--- src/sv/dpu_pkg.sv ---
package dpu_pkg;

	// field widths
	localparam int DEPTH_W = 16;
	localparam int COORD_W = 24;
	localparam int COLOR_W = 8;
	localparam int DIM_CFG_W = 13;
	localparam int CENTER_W = 16;
	localparam int INV_W = 24;

	// fixed-point constants
	localparam int FRAC_BITS = 28;
	localparam int SAT_BIT = 52;
	localparam int RND_W = SAT_BIT - FRAC_BITS + 1;
	localparam logic [RND_W-1:0] COORD_POS_MAX = RND_W'(8388607);
	localparam logic [RND_W-1:0] COORD_NEG_MAX = RND_W'(8388608);
	localparam logic [COLOR_W-1:0] ALPHA_OPAQUE = 8'hFF;

	// decoupling queue
	localparam int FIFO_DEPTH = 4;

	// APB register map
	localparam int ADDR_W = 5;
	localparam int DATA_W = 32;
	localparam logic [2:0] REG_IMAGE_WIDTH = 3'd0;
	localparam logic [2:0] REG_IMAGE_HEIGHT = 3'd1;
	localparam logic [2:0] REG_CENTER_X = 3'd2;
	localparam logic [2:0] REG_CENTER_Y = 3'd3;
	localparam logic [2:0] REG_INV_FOCAL_X = 3'd4;
	localparam logic [2:0] REG_INV_FOCAL_Y = 3'd5;
	localparam logic [2:0] REG_COLOR_ENABLE = 3'd6;

	// reset values
	localparam logic [DIM_CFG_W-1:0] RST_IMAGE_WIDTH = 13'd640;
	localparam logic [DIM_CFG_W-1:0] RST_IMAGE_HEIGHT = 13'd480;
	localparam logic [CENTER_W-1:0] RST_CENTER_X = 16'd5120;
	localparam logic [CENTER_W-1:0] RST_CENTER_Y = 16'd3840;
	localparam logic [INV_W-1:0] RST_INV_FOCAL = 24'd31957;

	typedef struct packed {
		logic [DIM_CFG_W-1:0] image_width;
		logic [DIM_CFG_W-1:0] image_height;
		logic [CENTER_W-1:0] center_x;
		logic [CENTER_W-1:0] center_y;
		logic [INV_W-1:0] inv_focal_x;
		logic [INV_W-1:0] inv_focal_y;
		logic color_enable;
	} cfg_t;

	// classified pixel, as it leaves the front
	typedef struct packed {
		logic [DEPTH_W-1:0] depth;
		logic point_valid;
		logic [COLOR_W-1:0] red;
		logic [COLOR_W-1:0] green;
		logic [COLOR_W-1:0] blue;
		logic [COLOR_W-1:0] alpha;
		logic eof;
	} pix_t;

endpackage

--- src/sv/dpu_fifo.sv ---
module dpu_fifo #(
	parameter int W = 8
) (
	input  logic clk,
	input  logic arst_n,
	input  logic push,
	input  logic [W-1:0] wdata,
	output logic full,
	input  logic pop,
	output logic [W-1:0] rdata,
	output logic not_empty
);

	localparam int PTR_W = $clog2(dpu_pkg::FIFO_DEPTH);

	logic [W-1:0] slot_q [dpu_pkg::FIFO_DEPTH];
	logic [PTR_W-1:0] wptr_q;
	logic [PTR_W-1:0] rptr_q;
	logic [PTR_W:0] cnt_q;
	logic do_pop;

	assign full = (cnt_q == (PTR_W+1)'(dpu_pkg::FIFO_DEPTH));
	assign not_empty = (cnt_q != '0);
	assign do_pop = pop & not_empty;
	assign rdata = slot_q[rptr_q];

	// storage
	always_ff @(posedge clk) begin
		if (push) begin
			slot_q[wptr_q] <= wdata;
		end
	end

	// pointers and fill count
	always_ff @(posedge clk or negedge arst_n) begin
		if (!arst_n) begin
			wptr_q <= '0;
			rptr_q <= '0;
			cnt_q <= '0;
		end else begin
			if (push) begin
				wptr_q <= wptr_q + PTR_W'(1);
			end
			if (do_pop) begin
				rptr_q <= rptr_q + PTR_W'(1);
			end
			unique case ({push, do_pop})
				2'b10: cnt_q <= cnt_q + (PTR_W+1)'(1);
				2'b01: cnt_q <= cnt_q - (PTR_W+1)'(1);
				default: cnt_q <= cnt_q;
			endcase
		end
	end

endmodule

--- config.mk ---
export PLATFORM = sky130hd
export DESIGN_NAME = dpu_fifo
export DESIGN_NICKNAME = d
export VERILOG_FILES = /design/src/sv/dpu_pkg.sv /design/src/sv/dpu_fifo.sv
export SDC_FILE = /design/constraint.sdc
export NUM_CORES = 1
export LEC_CHECK = 0
export BUFFER_PORTS_ARGS = -buffer_cell sky130_fd_sc_hd__buf_4
export CORE_UTILIZATION = 55
export CTS_CLUSTER_SIZE = 14
export DETAILED_ROUTE_END_ITERATION = 16
export PLACE_DENSITY = 0.82
export SYNTH_ARGS = -nofsm -noshare
export SYNTH_HDL_FRONTEND = slang
export SYNTH_SLANG_ARGS = --single-unit
--- constraint.sdc ---
create_clock -name clk -period 2 [get_ports clk]
set_clock_uncertainty 0.2 [all_clocks]
set_input_delay 0.2 -clock clk [delete_from_list [all_inputs] [get_ports clk]]
set_output_delay 0.2 -clock clk [all_outputs]
set_load 0.02 [all_outputs]
==> metrics <==
Area Overhead vs Synth=27.14%; Starting Density=60.34%; port bufs=21; post-route cell area=0.001987 mm2; drt pass-1 iters=4; # diodes=0; clk buf depth=2; Post-Route Utilization=76.72%; DRT iter0 DRCs=23; DR vias/cell=5.342; status=completed; maxcap violations=0; vias in the first global route=875; Internal=between 1.5 and 2 mW; maximum clock rate=508.2 MHz; Gate power share=41.7%; Synth Register Bits=39; Placeable Area=0.002590 mm2; part of the cycle the worst path needs=98.40%; GRT met2 Usage=31.15%; synth top area cells=edfxtp_1 (61%), mux4_2 (12%), dfrtp_1 (11%); GR met3 Demand/Resource=5.386%; max-slew violations=0; die span in x=55.31 um; clock network power share=13.7%; pwr/cell area=between 1000 and 1500 mW/mm2; Mapped Cells=79; min cycle time layout=1.968 ns; Die ar.=0.003059 mm2; Vias=812; CP max FO=8; initial antenna violation count=0; Die Y=approximately 55 um; Post-Place Setup Slack=0.02504 ns; area post-placement=0.001762 mm2; most area-hungry cell type in the Yosys netlist=edfxtp_1; post-detail-place hpwl=between 1500 and 2000 um; WHS=roughly 0.11 ns; Rows=18; crit-path max cell delay=~0.5 ns; GRT Max-Usage Layer=met2; Leakage Power=0.7708 nW; Slowest-stage cell, CP=mux4_2; Slew headroom=69.73%; Worst Path Required=approximately 1.6 ns; TritonCTS buffer count=5; Yosys warnings=0; Max H-tree Level=2; Switching Share=32.80%; Final Hold Viols=0; clock sink count=39; worst vdd ir=0.001103 V; Setup-failing EPs final=0; WP data arrival=1.57 ns; Worst-path clk slew=around 0.10 ns; final worst slack=0.03210 ns; Routed wire per std cell=17.03 um; Seq pwr share=between 40 and 50%; total wire length=2589 um; CP Class=reg2out; largest net degree at the start of global routing=12; nets@finish=139; Routed Antenna Nets=0; Clock Latency Late Sink=approximately 0.33 ns; register area share after synthesis=72.70%; Critical Path Sink Type=primary output; Synth Net Count=97; HP Class=in2reg; root buf cell=clkbuf_4; total gr overflow=0; RSZ-0062 raised after global routing=true; fraction of layout cells with a size suffix above 1=roughly a third; I/O Pins=22; GRT met1 Usage=21.30%; first-pass GRT wire length=4084 um; Synth top area share=61.49%; Sw Pwr=0.8941 mW; GPL Wtd Cong=0.6298; Startpoint Class=flop; Residual DRC=0; Synth cell types=18; CTS tree=built; Total GRT Usage=18.97%; Netlist Area Pre-Place=0.001563 mm2; mean area per synthesized cell=19.78 um2; CP cell instances=buf_12 -> mux4_2 -> buf_6; Slew @ Worst Pin=approximately 0.45 ns
cell usage in the layout, fill, tap and decap left out, types with 2 or more instances in the layout:
cell type / Yosys / layout
xor2_1: 4 / 4
mux4_2: 8 / 8
clkbuf_4: 0 / 5
and2_1: 4 / 4
dlygate4sd3_1: 0 / 11
xnor2_1: 2 / 2
nand2_1: 2 / 2
edfxtp_1: 32 / 32
dfrtp_1: 7 / 7
buf_4: 0 / 17
ha_1: 5 / 4
clkbuf_1: 0 / 2
inv_1: 6 / 6
buf_6: 1 / 8
sequential cells by signal, indices dropped and copies added (netlist names):
name,flops
slot_q,32
cnt_q,3
rptr_q,2
wptr_q,2
worst max-delay path, delay by kind of cell (launching register included):
kind	cells	cell delay, ns
buffers and inverters	2	0.31
multiplexers	1	0.51
flip-flops	1	0.42
through the flow:
| step | power, mW | cells | TNS [ns] |
|---|---|---|---|
| 4_1_cts | 2.628 | 149 | 0 |
| 3_5_place_dp | 2.227 | 129 | 0 |
| 6_report | 2.726 | 152 | 0 |
| 5_1_grt | 2.875 | 152 | -0.1866 |
| 3_3_place_gp | 2.181 | 129 | 0 |
| 2_1_floorplan | 1.864 | 79 | 0 |
worst paths after layout:
path,to,startpoint,cells after the start,slack (ns)
max,rdata[1],rptr_q[0],3,0.03
min,rptr_q[0],pop,4,0.11
max reg2reg,cnt_q[2],cnt_q[0],7,0.09
min reg2reg,cnt_q[2],cnt_q[2],1,0.31
max in group asynchronous,wptr_q[1],arst_n,3,0.73
min in group asynchronous,cnt_q[1],arst_n,3,0.63
power groups by stage:
| stage | clock network (mW) | registers [mW] | logic [mW] |
|---|---|---|---|
| after floorplan | 0 | 1.17 | 0.698 |
| after global routing | 0.413 | 1.24 | 1.22 |
| final | 0.373 | 1.22 | 1.14 |
| after detailed placement | 0 | 1.24 | 0.986 |
| after CTS | 0.386 | 1.22 | 1.02 |
| after global placement | 0 | 1.23 | 0.954 |
cells in the mapped netlist:
master,number
and3_1,1
dfrtp_1,7
xor2_1,4
mux4_2,8
mux2i_1,1
ha_1,5
inv_1,6
o21ai_0,1
nand2_1,2
fa_1,1
o31a_1,1
or3_1,1
clkbuf_2,1
xnor2_1,2
edfxtp_1,32
buf_6,1
nor2_1,1
and2_1,4
cells by family (layout without fill, tap and decap cells):
logic type	Yosys count	in the layout	synth area share (%)
DFF	39	39	72.70
muxes	9	9	12.17
and+or+nand+nor	9	9	3.123
buffers and inverters	8	51	2.482
adders and majority gates	6	6	5.284
xor gates and xnor gates	6	6	3.363
AOI/OAI and AO/OA	2	2	0.8805
cell type report:
| cell class | count | area, um2 |
|---|---|---|
| fill | 146 | 603.1 |
| inverter | 6 | 22.52 |
| clock buffer | 7 | 45.04 |
| sequential | 39 | 1136 |
| timing repair buffer | 37 | 347.8 |
| multi-input combinational | 32 | 392.9 |
| clock inverter | 1 | 5.005 |
| tap | 30 | 37.54 |
per-layer routing:
| layer | routed length [um] | vias up |
|---|---|---|
| li1 | - | 380 |
| met1 | 1006 | 403 |
| met2 | 1390 | 19 |
| met3 | 97 | 10 |
| met4 | 94 | 0 |
| met5 | 0 | - |
repair_timing:
item,CTS,global route
resized for setup,0,10
pin swaps,0,3
setup endpoints to repair,8,9
hold endpoints to repair,41,0
hold buffers,11,0
buffers inserted,1,3
cloned,0,0
(Power assumes the default switching activity.)
