===== src/sv/dpu_pkg.sv =====
package dpu_pkg;

	// field widths
	localparam int DEPTH_W = 16;
	localparam int COORD_W = 24;
	localparam int COLOR_W = 8;
	localparam int DIM_CFG_W = 13;
	localparam int CENTER_W = 16;
	localparam int INV_W = 24;

	// fixed-point constants
	localparam int FRAC_BITS = 28;
	localparam int SAT_BIT = 52;
	localparam int RND_W = SAT_BIT - FRAC_BITS + 1;
	localparam logic [RND_W-1:0] COORD_POS_MAX = RND_W'(8388607);
	localparam logic [RND_W-1:0] COORD_NEG_MAX = RND_W'(8388608);
	localparam logic [COLOR_W-1:0] ALPHA_OPAQUE = 8'hFF;

	// decoupling queue
	localparam int FIFO_DEPTH = 4;

	// APB register map
	localparam int ADDR_W = 5;
	localparam int DATA_W = 32;
	localparam logic [2:0] REG_IMAGE_WIDTH = 3'd0;
	localparam logic [2:0] REG_IMAGE_HEIGHT = 3'd1;
	localparam logic [2:0] REG_CENTER_X = 3'd2;
	localparam logic [2:0] REG_CENTER_Y = 3'd3;
	localparam logic [2:0] REG_INV_FOCAL_X = 3'd4;
	localparam logic [2:0] REG_INV_FOCAL_Y = 3'd5;
	localparam logic [2:0] REG_COLOR_ENABLE = 3'd6;

	// reset values
	localparam logic [DIM_CFG_W-1:0] RST_IMAGE_WIDTH = 13'd640;
	localparam logic [DIM_CFG_W-1:0] RST_IMAGE_HEIGHT = 13'd480;
	localparam logic [CENTER_W-1:0] RST_CENTER_X = 16'd5120;
	localparam logic [CENTER_W-1:0] RST_CENTER_Y = 16'd3840;
	localparam logic [INV_W-1:0] RST_INV_FOCAL = 24'd31957;

	typedef struct packed {
		logic [DIM_CFG_W-1:0] image_width;
		logic [DIM_CFG_W-1:0] image_height;
		logic [CENTER_W-1:0] center_x;
		logic [CENTER_W-1:0] center_y;
		logic [INV_W-1:0] inv_focal_x;
		logic [INV_W-1:0] inv_focal_y;
		logic color_enable;
	} cfg_t;

	// classified pixel, as it leaves the front
	typedef struct packed {
		logic [DEPTH_W-1:0] depth;
		logic point_valid;
		logic [COLOR_W-1:0] red;
		logic [COLOR_W-1:0] green;
		logic [COLOR_W-1:0] blue;
		logic [COLOR_W-1:0] alpha;
		logic eof;
	} pix_t;

endpackage


===== src/sv/dpu_cfg.sv =====
module dpu_cfg (
	input  logic clk,
	input  logic arst_n,
	input  logic psel,
	input  logic penable,
	input  logic pwrite,
	input  logic [dpu_pkg::ADDR_W-1:0] paddr,
	input  logic [dpu_pkg::DATA_W-1:0] pwdata,
	output logic [dpu_pkg::DATA_W-1:0] prdata,
	output logic pready,
	output dpu_pkg::cfg_t cfg
);

	dpu_pkg::cfg_t cfg_q;
	logic [2:0] idx;
	logic wr_en;

	assign idx = paddr[4:2];
	assign wr_en = psel & penable & pwrite;
	assign pready = 1'b1;
	assign cfg = cfg_q;

	// register writes
	always_ff @(posedge clk or negedge arst_n) begin
		if (!arst_n) begin
			cfg_q.image_width <= dpu_pkg::RST_IMAGE_WIDTH;
			cfg_q.image_height <= dpu_pkg::RST_IMAGE_HEIGHT;
			cfg_q.center_x <= dpu_pkg::RST_CENTER_X;
			cfg_q.center_y <= dpu_pkg::RST_CENTER_Y;
			cfg_q.inv_focal_x <= dpu_pkg::RST_INV_FOCAL;
			cfg_q.inv_focal_y <= dpu_pkg::RST_INV_FOCAL;
			cfg_q.color_enable <= 1'b1;
		end else if (wr_en) begin
			unique case (idx)
				dpu_pkg::REG_IMAGE_WIDTH: cfg_q.image_width <= pwdata[12:0];
				dpu_pkg::REG_IMAGE_HEIGHT: cfg_q.image_height <= pwdata[12:0];
				dpu_pkg::REG_CENTER_X: cfg_q.center_x <= pwdata[15:0];
				dpu_pkg::REG_CENTER_Y: cfg_q.center_y <= pwdata[15:0];
				dpu_pkg::REG_INV_FOCAL_X: cfg_q.inv_focal_x <= pwdata[23:0];
				dpu_pkg::REG_INV_FOCAL_Y: cfg_q.inv_focal_y <= pwdata[23:0];
				dpu_pkg::REG_COLOR_ENABLE: cfg_q.color_enable <= pwdata[0];
				default: ;
			endcase
		end
	end

	// read back
	always_comb begin
		unique case (idx)
			dpu_pkg::REG_IMAGE_WIDTH: prdata = 32'(cfg_q.image_width);
			dpu_pkg::REG_IMAGE_HEIGHT: prdata = 32'(cfg_q.image_height);
			dpu_pkg::REG_CENTER_X: prdata = 32'(cfg_q.center_x);
			dpu_pkg::REG_CENTER_Y: prdata = 32'(cfg_q.center_y);
			dpu_pkg::REG_INV_FOCAL_X: prdata = 32'(cfg_q.inv_focal_x);
			dpu_pkg::REG_INV_FOCAL_Y: prdata = 32'(cfg_q.inv_focal_y);
			dpu_pkg::REG_COLOR_ENABLE: prdata = 32'(cfg_q.color_enable);
			default: prdata = '0;
		endcase
	end

endmodule


===== config.mk =====
export PLATFORM = sky130hd
export DESIGN_NAME = dpu_cfg
export DESIGN_NICKNAME = d
export VERILOG_FILES = /design/src/sv/dpu_pkg.sv /design/src/sv/dpu_cfg.sv
export SDC_FILE = /design/constraint.sdc
export NUM_CORES = 1
export LEC_CHECK = 0
export ABC_AREA = 0
export BUFFER_PORTS_ARGS = -buffer_cell sky130_fd_sc_hd__buf_2
export CAP_MARGIN = 25
export CORE_ASPECT_RATIO = 2
export CORE_MARGIN = 5
export CORE_UTILIZATION = 54
export DETAILED_ROUTE_END_ITERATION = 10
export PLACE_DENSITY = 0.86
export SLEW_MARGIN = 20
export SYNTH_ARGS = -nofsm -noshare
export SYNTH_HDL_FRONTEND = slang
export SYNTH_SLANG_ARGS = --single-unit

===== constraint.sdc =====
create_clock -name clk -period 3.97 [get_ports clk]
set_clock_uncertainty 0.15 [all_clocks]
set_input_delay 0.397 -clock clk [delete_from_list [all_inputs] [get_ports clk]]
set_output_delay 0.397 -clock clk [all_outputs]
set_load 0.05 [all_outputs]

==> results.md <==
- Status: finished, final reports clean
- Iter 0 DRT Violations: 88
- Most used DFF post-synth: dfrtp_1
- Die width: 78.6 microns
- Yosys cell types: 35
- Layout Nets: 557
- Initial antenna violation count: 0
- Period minus WS final: 2.73 ns
- Die outline height: 147 microns
- GRT Residual Overflow: 0
- Final Setup Violations: 0
- Worst Path Max Fanout: 31
- Share of layout cells above drive strength 1: 64.6%
- Cells on Worst Hold Path: 2
- Max_slew headroom: 38.9%
- Overall routed net length: 13400 microns
- Critical setup path kind: in2out
- Max-Cap Viols: 0
- # diodes: 0
- Hold path start: pwdata[16]
- Peak supply drop: 0.000437 V
- Path depth of the worst reg2reg path: 1
- Largest register FFs: 107
- Area grow syn2layout: 21.3%
- Clock-pin slew on the worst setup and hold paths: 0.07 ns
- Pre-CTS setup slack: 1.03 ns
- Antenna-violating nets left: 0
- Fill count: 694
- Sequential share of the synthesized area: 53.4%
- Final period utilization: 68.8%
- Boundary Pins: 182
- Ys async rst share: 100%
- Crit. Startpoint: paddr[2]
- PnR worst setup slack: 1.24 ns
- Final hold violation count: 0
- CORE AREA: 9320 sq um
- Worst Max-Slew Pin Slew: 0.915 ns
- WP data required: 3.42 ns
- Bufs on Longest Clock Path: 2
- Crit. End Element: primary output
- Setup tns final: 0 ns
- Final HPWL DP: 9620 microns
- Largest net degree at the start of global routing: 78
- RR Startpoint: cfg[102]
- CTS tree: built
- Root Driver: clkbuf_16
- Avg Synthesized Cell Area: 14.1 sq um
- Number of global-route vias before repair: 3942
- Global-route wire length before repair: 21300 microns
- DRC errors left: 0
- Vias per cell: 5.78
- H-tree Lvls: 3
- CTS sink cnt: 107
- Crit start category: input pin
- Fmax achieved: 0.366 GHz
- Tightest Hold Check Type: in2reg
- Wire per inst: 21.5 microns
- CP arrival: 2.19 ns
- RSZ-0062 raised after global routing: no
- Die ar.: 11600 sq um
- Drt pass-1 iters: 4
- Post-Syn Area: 5090 sq um
- Commonest cells after routing, fill and taps aside: buf_2 (161), mux2_2 (115), dfrtp_1 (74)
- Gr usage total: 24.1%
- Cell Pwr Density: 636 nW/um^2
- PortBufs: 162
- Warnings, synthesis: 0
- TritonCTS buffer count: 9
- Commonest non-fill, non-tap cell in the layout: buf_2
- Utilization after layout: 66.2%
- Vias post-DR: 3606
- Site Rows: 50
- Slew Limit Fails: 0
- Mapped Cells: 360
- Initial Utilization: 54.6%
- EDFF count, synth: 0
- #FFs+latches synth: 107
- Clock Latency Late Sink: 0.34 ns
- Leak: 0.00306 uW
- Gpl congestion: 0.821
Yosys cell counts, types with 4 or more instances:
cell type  instances  area, sq um
o22a_1             6         52.6
buf_2              6         30.0
buf_4             16          120
nor2_1             9         33.8
nand2_1            5         18.8
a22oi_1            6         45.0
clkbuf_1           4         15.0
o21ai_0            7         35.0
dfstp_2           33          867
mux2_2           115         1290
buf_6              6         67.6
mux2i_1           31          310
a32oi_1            5         43.8
dfrtp_1           74         1850
what timing repair did:
item / 4_1_cts / 5_1_grt
hold buffers: 0 / 1
hold endpoints to repair: 0 / 14
resized for setup: 0 / 0
setup buffers: 0 / 0
cell families after synthesis:
| group | count (synthesis) | share of synthesized area (%) |
|---|---|---|
| mux | 147 | 31.8 |
| flops | 107 | 53.4 |
| compound gates | 37 | 5.31 |
| simple gates | 35 | 4.75 |
| buf+inv | 32 | 4.57 |
| other cells | 2 | 0.148 |
through the flow:
step	total power, uW	area (sq um)	hold slack, ns	instances
finish	3920	6170	0.139	624
CTS	3940	6130	0.0853	622
detailed placement	3150	5870	0.365	606
global route	4080	6170	0.141	624
floorplan	2750	5110	-0.0486	367
global placement	3100	5870	0.356	606
area by class of cell:
type / instances / area, sq um / area share, %
clock buffers: 13 / 240 / 3.89
clock inverters: 3 / 17.5 / 0.284
multi-input cells: 228 / 2160 / 35.1
flip-flops and latches: 107 / 2720 / 44.1
well taps: 104 / 130 / 2.11
repair buffers: 169 / 901 / 14.6
routing by layer:
metal  global-route usage, %  wire length, microns  up-vias
li1                        -                     -     1603
met1                    25.6                  4720     1835
met2                    44.5                  7520      137
met3                    4.72                   750       31
met4                    11.3                   407        0
met5                       0                     0        -
critical path, cell delays in order:
cell	delay, ns
buf_2	0.50
buf_12	0.32
mux2_2	0.37
a32oi_1	0.19
o21ai_0	0.13
buf_2	0.23
path summary, 6_finish.rpt:
check | end | slack [ns]
setup / recovery | prdata[2] | 1.24
hold / removal | cfg[41] | 0.14
setup reg to reg | cfg[102] | 3.03
hold reg to reg | cfg[91] | 0.38
max in group asynchronous | cfg[11] | 2.36
min in group asynchronous | cfg[96] | 0.34
power breakdown:
| part | internal, uW | switching (uW) | total [uW] |
|---|---|---|---|
| combinational | 413 | 1200 | 1610 |
| sequential | 1350 | 161 | 1510 |
| clock | 424 | 377 | 801 |
(Power assumes the default switching activity.)
