### config.mk
export PLATFORM = sky130hd
export DESIGN_NAME = dpu_front_flat
export DESIGN_NICKNAME = d
export VERILOG_FILES = /design/src/sv/dpu_pkg.sv /design/src/sv/dpu_pixel_if.sv /design/src/sv/dpu_front.sv /design/src/flat_wrapper.sv
export SDC_FILE = /design/constraint.sdc
export NUM_CORES = 1
export LEC_CHECK = 0
export BUFFER_PORTS_ARGS = -buffer_cell sky130_fd_sc_hd__buf_4
export CORE_AREA = 2 2 89 91
export DETAILED_ROUTE_END_ITERATION = 8
export DIE_AREA = 0 0 91 93
export PLACE_DENSITY = 0.77
export SLEW_MARGIN = 5
export SYNTH_ARGS = -nofsm -noshare
export SYNTH_HDL_FRONTEND = slang
export SYNTH_SLANG_ARGS = --single-unit
### constraint.sdc
create_clock -name clk -period 7.2 [get_ports clk]
set_input_delay 1.44 -clock clk [delete_from_list [all_inputs] [get_ports clk]]
set_output_delay 1.44 -clock clk [all_outputs]
set_load 0.01 [all_outputs]
### src/sv/dpu_pkg.sv
package dpu_pkg;

	// field widths
	localparam int DEPTH_W = 16;
	localparam int COORD_W = 24;
	localparam int COLOR_W = 8;
	localparam int DIM_CFG_W = 13;
	localparam int CENTER_W = 16;
	localparam int INV_W = 24;

	// fixed-point constants
	localparam int FRAC_BITS = 28;
	localparam int SAT_BIT = 52;
	localparam int RND_W = SAT_BIT - FRAC_BITS + 1;
	localparam logic [RND_W-1:0] COORD_POS_MAX = RND_W'(8388607);
	localparam logic [RND_W-1:0] COORD_NEG_MAX = RND_W'(8388608);
	localparam logic [COLOR_W-1:0] ALPHA_OPAQUE = 8'hFF;

	// decoupling queue
	localparam int FIFO_DEPTH = 4;

	// APB register map
	localparam int ADDR_W = 5;
	localparam int DATA_W = 32;
	localparam logic [2:0] REG_IMAGE_WIDTH = 3'd0;
	localparam logic [2:0] REG_IMAGE_HEIGHT = 3'd1;
	localparam logic [2:0] REG_CENTER_X = 3'd2;
	localparam logic [2:0] REG_CENTER_Y = 3'd3;
	localparam logic [2:0] REG_INV_FOCAL_X = 3'd4;
	localparam logic [2:0] REG_INV_FOCAL_Y = 3'd5;
	localparam logic [2:0] REG_COLOR_ENABLE = 3'd6;

	// reset values
	localparam logic [DIM_CFG_W-1:0] RST_IMAGE_WIDTH = 13'd640;
	localparam logic [DIM_CFG_W-1:0] RST_IMAGE_HEIGHT = 13'd480;
	localparam logic [CENTER_W-1:0] RST_CENTER_X = 16'd5120;
	localparam logic [CENTER_W-1:0] RST_CENTER_Y = 16'd3840;
	localparam logic [INV_W-1:0] RST_INV_FOCAL = 24'd31957;

	typedef struct packed {
		logic [DIM_CFG_W-1:0] image_width;
		logic [DIM_CFG_W-1:0] image_height;
		logic [CENTER_W-1:0] center_x;
		logic [CENTER_W-1:0] center_y;
		logic [INV_W-1:0] inv_focal_x;
		logic [INV_W-1:0] inv_focal_y;
		logic color_enable;
	} cfg_t;

	// classified pixel, as it leaves the front
	typedef struct packed {
		logic [DEPTH_W-1:0] depth;
		logic point_valid;
		logic [COLOR_W-1:0] red;
		logic [COLOR_W-1:0] green;
		logic [COLOR_W-1:0] blue;
		logic [COLOR_W-1:0] alpha;
		logic eof;
	} pix_t;

endpackage

### src/sv/dpu_pixel_if.sv
interface dpu_pixel_if;
	logic valid;
	logic ready;
	logic [dpu_pkg::DEPTH_W-1:0] depth_mm;
	logic depth_missing;
	logic [dpu_pkg::COLOR_W-1:0] blue_in;
	logic [dpu_pkg::COLOR_W-1:0] green_in;
	logic [dpu_pkg::COLOR_W-1:0] red_in;

	modport source (output valid, depth_mm, depth_missing, blue_in, green_in, red_in,
		input ready);
	modport sink (input valid, depth_mm, depth_missing, blue_in, green_in, red_in,
		output ready);
endinterface

### src/sv/dpu_front.sv
module dpu_front #(
	parameter int MAX_DIM = 4096,
	parameter int CNT_W = 12
) (
	input  logic clk,
	input  logic arst_n,
	input  dpu_pkg::cfg_t cfg,
	dpu_pixel_if.sink pixel,
	input  logic fifo_full,
	output logic push,
	output logic [CNT_W-1:0] u,
	output logic [CNT_W-1:0] v,
	output dpu_pkg::pix_t pix
);

	localparam int DIM_W = $clog2(MAX_DIM + 1);
	localparam int LIM_W = (DIM_W > dpu_pkg::DIM_CFG_W) ? DIM_W : dpu_pkg::DIM_CFG_W;

	logic [CNT_W-1:0] col_q;
	logic [CNT_W-1:0] row_q;
	logic [LIM_W-1:0] w_lim;
	logic [LIM_W-1:0] h_lim;
	logic last_col;
	logic last_row;

	assign pixel.ready = ~fifo_full;
	assign push = pixel.valid & ~fifo_full;

	// clamp geometry to 1..MAX_DIM
	always_comb begin
		if (cfg.image_width == '0) begin
			w_lim = LIM_W'(1);
		end else if (LIM_W'(cfg.image_width) > LIM_W'(MAX_DIM)) begin
			w_lim = LIM_W'(MAX_DIM);
		end else begin
			w_lim = LIM_W'(cfg.image_width);
		end
		if (cfg.image_height == '0) begin
			h_lim = LIM_W'(1);
		end else if (LIM_W'(cfg.image_height) > LIM_W'(MAX_DIM)) begin
			h_lim = LIM_W'(MAX_DIM);
		end else begin
			h_lim = LIM_W'(cfg.image_height);
		end
	end

	// at-or-beyond test so a shrunk geometry wraps on the next pixel
	assign last_col = LIM_W'(col_q) >= (w_lim - LIM_W'(1));
	assign last_row = LIM_W'(row_q) >= (h_lim - LIM_W'(1));

	// classify the word
	always_comb begin
		u = col_q;
		v = row_q;
		pix.depth = pixel.depth_mm;
		pix.point_valid = (pixel.depth_mm != '0) & ~pixel.depth_missing;
		pix.red = cfg.color_enable ? pixel.red_in : '0;
		pix.green = cfg.color_enable ? pixel.green_in : '0;
		pix.blue = cfg.color_enable ? pixel.blue_in : '0;
		pix.alpha = cfg.color_enable ? dpu_pkg::ALPHA_OPAQUE : '0;
		pix.eof = last_col & last_row;
	end

	// raster counters
	always_ff @(posedge clk or negedge arst_n) begin
		if (!arst_n) begin
			col_q <= '0;
			row_q <= '0;
		end else if (push) begin
			if (last_col) begin
				col_q <= '0;
				row_q <= last_row ? '0 : row_q + CNT_W'(1);
			end else begin
				col_q <= col_q + CNT_W'(1);
			end
		end
	end

endmodule

### src/flat_wrapper.sv
// flat-port wrapper written by rule: the top's interface ports become plain ports
module dpu_front_flat 
#(
	parameter int MAX_DIM = 4096,
	parameter int CNT_W = 12
)
  (clk, arst_n, cfg, fifo_full, push, u, v, pix, pixel_valid, pixel_depth_mm, pixel_depth_missing, pixel_blue_in, pixel_green_in, pixel_red_in, pixel_ready);
  dpu_pixel_if pixel_i ();
  input  logic clk;
  input  logic arst_n;
  input  dpu_pkg::cfg_t cfg;
  input  logic fifo_full;
  output logic push;
  output logic [CNT_W-1:0] u;
  output logic [CNT_W-1:0] v;
  output dpu_pkg::pix_t pix;
  input wire logic [$bits(pixel_i.valid)-1:0] pixel_valid;
  input wire logic [$bits(pixel_i.depth_mm)-1:0] pixel_depth_mm;
  input wire logic [$bits(pixel_i.depth_missing)-1:0] pixel_depth_missing;
  input wire logic [$bits(pixel_i.blue_in)-1:0] pixel_blue_in;
  input wire logic [$bits(pixel_i.green_in)-1:0] pixel_green_in;
  input wire logic [$bits(pixel_i.red_in)-1:0] pixel_red_in;
  output wire logic [$bits(pixel_i.ready)-1:0] pixel_ready;
  assign pixel_i.valid = pixel_valid;
  assign pixel_i.depth_mm = pixel_depth_mm;
  assign pixel_i.depth_missing = pixel_depth_missing;
  assign pixel_i.blue_in = pixel_blue_in;
  assign pixel_i.green_in = pixel_green_in;
  assign pixel_i.red_in = pixel_red_in;
  assign pixel_ready = pixel_i.ready;
  dpu_front #(.MAX_DIM(MAX_DIM), .CNT_W(CNT_W)) u_core (.clk(clk), .arst_n(arst_n), .cfg(cfg), .pixel(pixel_i), .fifo_full(fifo_full), .push(push), .u(u), .v(v), .pix(pix));
endmodule
==> results of run 1 <==
## kinds of logic after synthesis
family / count (synthesis) / synth area share, %
and+or+nand+nor: 155 / 31.18
AOI/OAI and AO/OA: 76 / 19.73
buffers and inverters: 43 / 9.409
adders and majority gates: 28 / 12.73
DFF: 24 / 21.82
xor gates and xnor gates: 15 / 4.773
muxes: 1 / 0.3637
## layer usage
layer  global-route usage (%)  share of wire, %  routed length (um)  up-vias
li1                         -                 -                   -     1469
met1                    20.75                42                3192     1351
met2                    32.96                51                3886      115
met3                    2.498               7.1                 549        6
met4                    3.535              0.74                  57        0
met5                        0                 0                   0        -
## cells in the final DEF (no fill, tap or decap), types with 2 or more instances in the layout
cell      Yosys  layout
a211oi_1      4       4
a21o_1        5       5
a21oi_1       9       9
a22o_1        5       5
a22oi_1       5       5
and2_1       28      28
and3_1        8       8
and4_1        2       2
buf_4        24     148
clkbuf_8      0       3
dfrtp_1      24      24
ha_1         28      28
inv_1        10      10
nand2_1      25      25
nand2b_1      5       5
nand3_1      14      14
nand4_1       9       9
nor2_1       29      29
nor2b_1       5       5
nor3_1        7       7
nor4_1        8       8
o211ai_1      4       4
o21a_1        5       5
o21ai_0      18      18
o311ai_1      2       2
o31ai_1       5       5
or2_2         2       2
or3_1         2       2
or4_1         2       2
xnor2_1       4       4
xor2_1       11      11
## cell type report
| cell class | count | area share [%] |
|---|---|---|
| clock buffer | 3 | 1.083 |
| timing repair buffer | 148 | 29.15 |
| inverter | 10 | 0.9849 |
| sequential | 24 | 15.76 |
| tap | 102 | 3.349 |
| multi-input combinational | 275 | 49.67 |
## state kept, by name (all words and copies together), names as in the netlist
register / count
u_core.v: 12
u_core.u: 12
## worst max-delay path by stage
| stage | end | slack, ns | depth (start not counted) |
|---|---|---|---|
| floorplan | pix[0] | 1.01 | 16 |
| global placement | pix[0] | 0.62 | 16 |
| detailed placement | pix[0] | 0.55 | 16 |
| CTS | pix[0] | 0.55 | 16 |
| global route | pix[0] | 0.36 | 16 |
| finish | pix[0] | 0.56 | 16 |
## report_power, final
part / switching, uW / internal, uW / total [uW]
registers: 17.7 / 146 / 164
clock network: 41.3 / 37.4 / 78.7
logic: 85.7 / 96.0 / 182
## metrics by stage
step / setup WS (ns) / total power [uW] / utilization [%] / instance area, um2
finish: 0.5649 / 424.0 / 50.63 / 3811
global route: 0.3610 / 454.5 / 50.63 / 3811
CTS: 0.5481 / 429.1 / 50.63 / 3811
detailed placement: 0.5507 / 348.9 / 50.08 / 3770
global placement: 0.6167 / 343.5 / 50.08 / 3770
floorplan: 1.011 / 259.6 / - / 2753
==> metrics.csv, run 1 <==
metric,value,unit
area.growth.synth_to_final,38.45,%
fmax,150.7,MHz
synth-async-reset-ratio,100.0,%
drive_gt1_share,35.22,%
required,5.76,ns
fin_worst_hold_slack,0.5664,ns
multi_input_comb_area,0.001893,mm2
dp_cells,559,
route.detailed.vias_per_inst,5.233,
clock_sinks,24,
yosys_register_bits,24,
synth.top_cells.by_area,"dfrtp_1 (22%), ha_1 (13%), buf_4 (6.5%)",
worstPathBufferInverterCount,2,
rrSetupSlack,4.80,ns
synthesis.area,0.002753,mm2
timing.slew.headroom,66.55,%
synth.distinct_cells,56,
yosys_warnings,0,
antenna_left,0,
insertion_delay,0.26,ns
dominantRegCellSynth,dfrtp_1,
synthCells,342,
critical_path.cell_chain,"buf_4, or4_4, nor4_4, a21oi_1, or2_2, ha_1, o21ai_0, o211ai_1, o21a_1, ha_1, nand4_1, a211oi_1, a21oi_1, or3_4, nor2_1, buf_4",
hold_start,u_core.v[11]$_DFFE_PN0P_,
critical_path_peak_fanout,13,
detailedRoute.firstIterationViolations,96,
vdd_ir_drop_max,55.72,uV
worstHoldEndpoint,u_core.v[11]$_DFFE_PN0P_,
crit_start,cfg[86],
regArea,600.6,um2
path_clk_slew,0.08,ns
htree_num_levels,1,
post-route-drc-count,0,
netlist_top_cells_count,"nor2_1 (29), and2_1 (28), ha_1 (28), nand2_1 (25)",
rr_worst_depth,7,
synth_largest_area_cell,dfrtp_1,
cp_slowest_cell,or4_4,
postSynthNetCount,522,
max_cap_violations,0,
antenna_found_initial,0,
rr_startpoint,u_core.v[9]$_DFFE_PN0P_,
slew_violations,0,
unrepaired_setup_endpoints_after_global_routing,no,
detailedRoute.firstPassIterationCount,4,
gpl_wtd_cong,0.8211,
hold_depth,1,
post_cts_resized,0,
boundaryPins,228,
rows,32,
pwr_dens,111.3,mW/mm2
ctsLongestPathBuffers,2,
route.vias.total,2941,
setup_violations,0,
layoutNonFillerInstCount,562,
floorplan.initialDensity,36.57,%
cp.arrival,5.20,ns
netlist.area_leader.share,21.82,%
finalHoldViolations,0,
first_global_vias,2727,
grt_max_degree,33,
cp_slowest_stage_delay,0.56,ns
worstSetupStartpointType,input pin,
cts_hold_buffers,0,
num-nets-final,642,
wl,7685,um
number_of_enable_type_register_cells_in_the_synthesized_netlist,0,
insertedDiodeCount,0,
first_pass_grt_wire_length,12430,um
post-route-period-util,92.15,%
final.setup.tns,0,ns
die-height,93,um
synth.yosys.seq_area_share,21.82,%
io_buffers,147,
final.fill_count,715,
fin_skew,0.004206,ns
wire_per_inst,13.67,um
timing.hold.worst.class,flop to flop,
finalWorstPathRequiredPeriod,6.635,ns
cts_inserted_buffers,3,
power.leakage,0.001844,uW
die_area,0.008463,mm2
overflow,0,
post-cts-setup-buffer-count,0,
end_kind,output pin,
globalRouteTotalUtil,17.35,%
timing.rr.end,u_core.v[4]$_DFFE_PN0P_,
clock_tree.root_cell,clkbuf_8,
cts_tree,yes,
syn_avg_cell_area,8.049,um2
hpwlAfterDp,6303,um
die-width,91,um
crit_family,simple AND/OR/NAND/NOR gates,
worst_pin_slew,0.4972,ns
status,"complete, no violations",
critical_path_class,input pin to output pin,
core_area,0.007527,mm2
synthMostInstantiatedCell,nor2_1,
Power figures use the tool's default switching activity.
==> run 2: changes to the inputs <==
--- a/config.mk
+++ b/config.mk
@@ -6,10 +6,9 @@
 export NUM_CORES = 1
 export LEC_CHECK = 0
 export BUFFER_PORTS_ARGS = -buffer_cell sky130_fd_sc_hd__buf_4
-export CORE_AREA = 2 2 89 91
+export CORE_AREA = 2 2 108 110
 export DETAILED_ROUTE_END_ITERATION = 8
-export DIE_AREA = 0 0 91 93
-export PLACE_DENSITY = 0.77
+export DIE_AREA = 0 0 110 112
 export SLEW_MARGIN = 5
 export SYNTH_ARGS = -nofsm -noshare
 export SYNTH_HDL_FRONTEND = slang
==> run 2 against run 1 <==
  * Sequential share of layout area down 0.40 points
  * Setup slack worse by 0.033 ns
  * Combinational power about the same
  * Via count up 2.7%
  * Flip-flop and latch count unchanged
  * Clock-buffer cell count up 1
  * Routed wire length up 9.4%
  * Largest cell class unchanged
  * Global-route usage down 4.1 points
==> metrics.csv, run 2 (synthesized netlist as in run 1, its figures left out) <==
metric,value,unit,change
status,"complete, no violations",,
cts_inserted_buffers,3,,unchanged
worst_pin_slew,0.5739,ns,+0.07663 ns
layoutNonFillerInstCount,604,,+7.5%
floorplan.initialDensity,24.63,%,-12 points
use_met2,25.32,%,-7.6 points
first_global_vias,2906,,+6.6%
pwr_dens,122.6,mW/mm2,+10%
setup_ws,0.5315,ns,-0.03340 ns
detailedRoute.firstIterationViolations,102,,+6.3%
overflow,0,,unchanged
cp.arrival,5.23,ns,+0.03 ns
max_cap_violations,0,,unchanged
clock_tree.root_cell,clkbuf_16,,
post-route-period-util,92.62,%,+0.46 points
post-route-drc-count,0,,unchanged
layout_common_cells,"buf_4 (148), nor2_1 (29), and2_1 (28), ha_1 (28), nand2_1 (25)",,
htree_num_levels,1,,unchanged
insertion_delay,0.26,ns,about the same
timing.slew.headroom,61.39,%,-5.2 points
grt_use_met3,1.288,%,-1.2 points
slew_violations,0,,unchanged
required,5.76,ns,about the same
gr-usage-met1,15.41,%,-5.3 points
wire_per_inst,13.92,um,+1.8%
fin_skew,0.005319,ns,+0.001113 ns
timing.hold.worst.class,flop to flop,,
drive_gt1_share,35.36,%,+0.14 points
worstSetupStartpointType,input pin,,
dp_cells,600,,+7.3%
vdd_ir_drop_max,53.05,uV,-4.8%
antenna_found_initial,0,,unchanged
wl,8410,um,+9.4%
die_area,0.01232,mm2,+46%
globalRoute.busiestLayer,met2,,
insertedDiodeCount,0,,unchanged
hpwlAfterDp,7018,um,+11%
route.detailed.vias_per_inst,5.002,,-4.4%
end_kind,output pin,,
gpl_wtd_cong,0.8486,,+3.3%
power,479.3,uW,+13%
boundaryPins,228,,unchanged
finalHoldViolations,0,,unchanged
fmax,150.0,MHz,-0.50%
post-cts-setup-buffer-count,0,,unchanged
path_clk_slew,0.06,ns,-0.02 ns
detailedPlace.worstSlack,0.5029,ns,-0.04781 ns
clock_sinks,24,,unchanged
detailedRoute.firstPassIterationCount,4,,unchanged
first_pass_grt_wire_length,13280,um,+6.9%
route.vias.total,3021,,+2.7%
final.setup.tns,0,ns,unchanged
cts_tree,yes,,
critical_path_peak_fanout,13,,unchanged
ctsLongestPathBuffers,2,,unchanged
die-height,112,um,+20%
critical_path_class,input pin to output pin,,
io_buffers,147,,unchanged
power.leakage,0.001867,uW,+1.2%
globalRouteTotalUtil,13.22,%,-4.1 points
finalWorstPathRequiredPeriod,6.669,ns,+0.03340 ns
grt_max_degree,33,,unchanged
area.growth.synth_to_final,42.05,%,
core_area,0.01117,mm2,+48%
die-width,110,um,+21%
cts_hold_buffers,0,,unchanged
antenna_left,0,,unchanged
rows,39,,+22%
setup_violations,0,,unchanged
num-nets-final,642,,unchanged
fin_worst_hold_slack,0.5994,ns,+0.03294 ns
final_common_cell,buf_4,,
unrepaired_setup_endpoints_after_global_routing,no,,
post_cts_resized,0,,unchanged
run 2: metal layers:
metal,vias up,share of wire [%]
met5,-,0
met4,0,0.86
met3,5,8.0
met2,119,52
met1,1424,39
li1,1473,-
run 2: worst paths after layout:
kind                                               start                       end  slack (ns)  depth (start not counted)
worst max register to register   u_core.v[9]$_DFFE_PN0P_   u_core.v[4]$_DFFE_PN0P_        4.79                          7
max in group asynchronous                         arst_n   u_core.u[1]$_DFFE_PN0P_        5.88                          1
worst max-delay path                             cfg[86]                    pix[0]        0.53                         16
min in group asynchronous                         arst_n   u_core.v[2]$_DFFE_PN0P_        1.07                          1
worst min-delay path            u_core.v[11]$_DFFE_PN0P_  u_core.v[11]$_DFFE_PN0P_        0.60                          1
worst min register to register  u_core.v[11]$_DFFE_PN0P_  u_core.v[11]$_DFFE_PN0P_        0.60                          1
run 2: through the flow:
stage               util [%]  cell area (um2)
finish                 34.99             3910
CTS                    34.99             3910
global placement       34.20             3821
floorplan                  -             2753
detailed placement     34.20             3821
global route           34.99             3910
run 2: area by class of cell:
| type | instances | area [um2] |
|---|---|---|
| fill | 1165 | 7264 |
| sequential | 24 | 600.6 |
| tap | 143 | 178.9 |
| inverter | 10 | 37.54 |
| clock buffer | 4 | 88.84 |
| multi-input combinational | 275 | 1893 |
| timing repair buffer | 148 | 1111 |
run 2: report_power, final:
group | internal (uW) | leakage [uW] | total [uW] | switching, uW
sequential | 146 | 0.000296 | 165 | 18.7
combinational | 95.8 | 0.00153 | 183 | 87.6
clock | 84.9 | 0.0000442 | 131 | 46.0
run 2: critical path, cell delays in order:
cell	delay (ns)
buf_4	0.14
or4_4	0.56
nor4_4	0.32
a21oi_1	0.17
or2_2	0.33
ha_1	0.33
o21ai_0	0.23
o211ai_1	0.13
o21a_1	0.13
ha_1	0.29
nand4_1	0.09
a211oi_1	0.22
a21oi_1	0.11
or3_4	0.49
nor2_1	0.13
buf_4	0.13
==> run 3: changes to the inputs <==
--- a/config.mk
+++ b/config.mk
@@ -9,6 +9,7 @@
 export CORE_AREA = 2 2 108 110
 export DETAILED_ROUTE_END_ITERATION = 8
 export DIE_AREA = 0 0 110 112
+export REMOVE_ABC_BUFFERS = 1
 export SLEW_MARGIN = 5
 export SYNTH_ARGS = -nofsm -noshare
 export SYNTH_HDL_FRONTEND = slang
==> run 3 against run 2 <==
  * Combinational power hardly changed
  * Non-clock buffer count did not move
  * Clock power down 11%
  * Setup slack gained 0.026 ns
  * Power fell by 3.2%
  * Core utilization fell by 0.12 points
  * First-iteration DRC count up 26%
  * Sequential share of layout area up 0.054 points
==> metrics.csv, run 3 (synthesized netlist as in run 1, its figures left out) <==
metric,value,unit,change
status,"complete, no violations",,
cp.arrival,5.20,ns,-0.03 ns
setup_ws,0.5575,ns,+0.02603 ns
fmax,150.5,MHz,+0.39%
area.growth.synth_to_final,41.55,%,
cp_slowest_cell,or4_4,,
die_area,0.01232,mm2,unchanged
first_global_vias,2735,,-5.9%
worstSetupStartpointType,input pin,,
worst_pin_slew,0.5564,ns,-0.01741 ns
route.detailed.vias_per_inst,4.896,,-2.1%
clock_sinks,24,,unchanged
die-width,110,um,unchanged
pwr_dens,119.1,mW/mm2,-2.9%
io_buffers,147,,unchanged
fin_skew,0.002140,ns,-0.003179 ns
end_kind,output pin,,
critical_path.cell_chain,"buf_4, or4_4, nor4_4, a21oi_1, or2_2, ha_1, o21ai_0, o211ai_1, o21a_1, ha_1, nand4_1, a211oi_1, a21oi_1, or3_4, nor2_1, buf_4",,
core_area,0.01117,mm2,unchanged
critical_path_peak_fanout,13,,unchanged
die-height,112,um,unchanged
crit_family,simple AND/OR/NAND/NOR gates,,
antenna_found_initial,0,,unchanged
critical_path_class,input pin to output pin,,
clock_tree.root_cell,clkbuf_16,,
first_pass_grt_wire_length,13050,um,-1.7%
layoutNonFillerInstCount,603,,-0.17%
post-route-drc-count,0,,unchanged
route.layer.met1.wl,3777,um,+14%
floorplan.initialDensity,24.63,%,unchanged
post_cts_resized,0,,unchanged
detailedRoute.firstPassIterationCount,5,,+1
setup_violations,0,,unchanged
insertion_delay,0.25,ns,about the same
slew_violations,0,,unchanged
num-nets-final,642,,unchanged
drive_gt1_share,35.22,%,-0.14 points
boundaryPins,228,,unchanged
finalHoldViolations,0,,unchanged
max_cap_violations,0,,unchanged
overflow,0,,unchanged
required,5.76,ns,about the same
finalInstanceArea,0.003896,mm2,-0.35%
path_clk_slew,0.06,ns,about the same
finalWorstPathRequiredPeriod,6.642,ns,-0.02603 ns
hpwlAfterDp,6716,um,-4.3%
dr.max_layer_used,met4,,
ctsLongestPathBuffers,2,,unchanged
dp_cells,600,,unchanged
cts_tree,yes,,
cp_slowest_stage_delay,0.56,ns,about the same
dr_wl_met2,3939,um,-9.3%
layout_common_cells,"buf_4 (148), nor2_1 (29), and2_1 (28), ha_1 (28), nand2_1 (25)",,
htree_num_levels,1,,unchanged
gpl_wtd_cong,0.8129,,-4.2%
wire_per_inst,13.68,um,-1.7%
globalRouteTotalUtil,12.78,%,-0.44 points
rows,39,,unchanged
wl,8250,um,-1.9%
unrepaired_setup_endpoints_after_global_routing,no,,
post-route-period-util,92.26,%,-0.36 points
cts_hold_buffers,0,,unchanged
insertedDiodeCount,0,,unchanged
detailedPlace.worstSlack,0.5579,ns,+0.05504 ns
timing.hold.worst.class,flop to flop,,
final_common_cell,buf_4,,
met3_length,492,um,-27%
post-cts-setup-buffer-count,0,,unchanged
timing.slew.headroom,62.56,%,+1.2 points
detailedRoute.firstIterationViolations,129,,+26%
final.setup.tns,0,ns,unchanged
antenna_left,0,,unchanged
placement.cell_area,0.003821,mm2,unchanged
vdd_ir_drop_max,56.12,uV,+5.8%
cts_inserted_buffers,3,,unchanged
power.leakage,0.001860,uW,-0.39%
worstPathBufferInverterCount,2,,unchanged
grt_max_degree,33,,unchanged
route.vias.total,2952,,-2.3%
## run 3: final timing paths
| kind | endpoint | cells after the start | slack, ns | from |
|---|---|---|---|---|
| worst max-delay path | pix[0] | 16 | 0.56 | cfg[86] |
| worst min-delay path | u_core.v[11]$_DFFE_PN0P_ | 1 | 0.60 | u_core.v[11]$_DFFE_PN0P_ |
| worst max register to register | u_core.v[4]$_DFFE_PN0P_ | 8 | 4.82 | u_core.u[0]$_DFFE_PN0P_ |
| worst min register to register | u_core.v[11]$_DFFE_PN0P_ | 1 | 0.60 | u_core.v[11]$_DFFE_PN0P_ |
| max in group asynchronous | u_core.v[10]$_DFFE_PN0P_ | 1 | 5.87 | arst_n |
| min in group asynchronous | u_core.v[3]$_DFFE_PN0P_ | 1 | 1.08 | arst_n |
## run 3: report_power, final
group | total, uW | leakage (uW) | internal (uW) | switching [uW]
sequential | 165 | 0.000296 | 146 | 18.3
clock | 117 | 0.0000370 | 73.4 | 43.8
combinational | 182 | 0.00153 | 96.1 | 86.3
## run 3: through the flow
stage	power (uW)	hold WS [ns]	util, %
after CTS	469.8	0.6072	34.87
after floorplan	242.4	0.5760	-
after detailed placement	351.1	0.5886	34.20
final	464.0	0.5987	34.87
after global routing	499.1	0.6284	34.87
after global placement	346.8	0.5837	34.20
## run 3: layout make-up
cell class,instances,area [um2]
timing repair buffer,148,1111
inverter,10,37.54
tap,143,178.9
sequential,24,600.6
clock buffer,3,75.07
multi-input combinational,275,1893
fill,1179,7278
## run 3: metal layers
layer | vias up | GRT usage [%]
met5 | - | 0
met4 | 0 | 2.278
met3 | 2 | 1.230
met2 | 85 | 21.27
met1 | 1397 | 17.97
li1 | 1468 | -
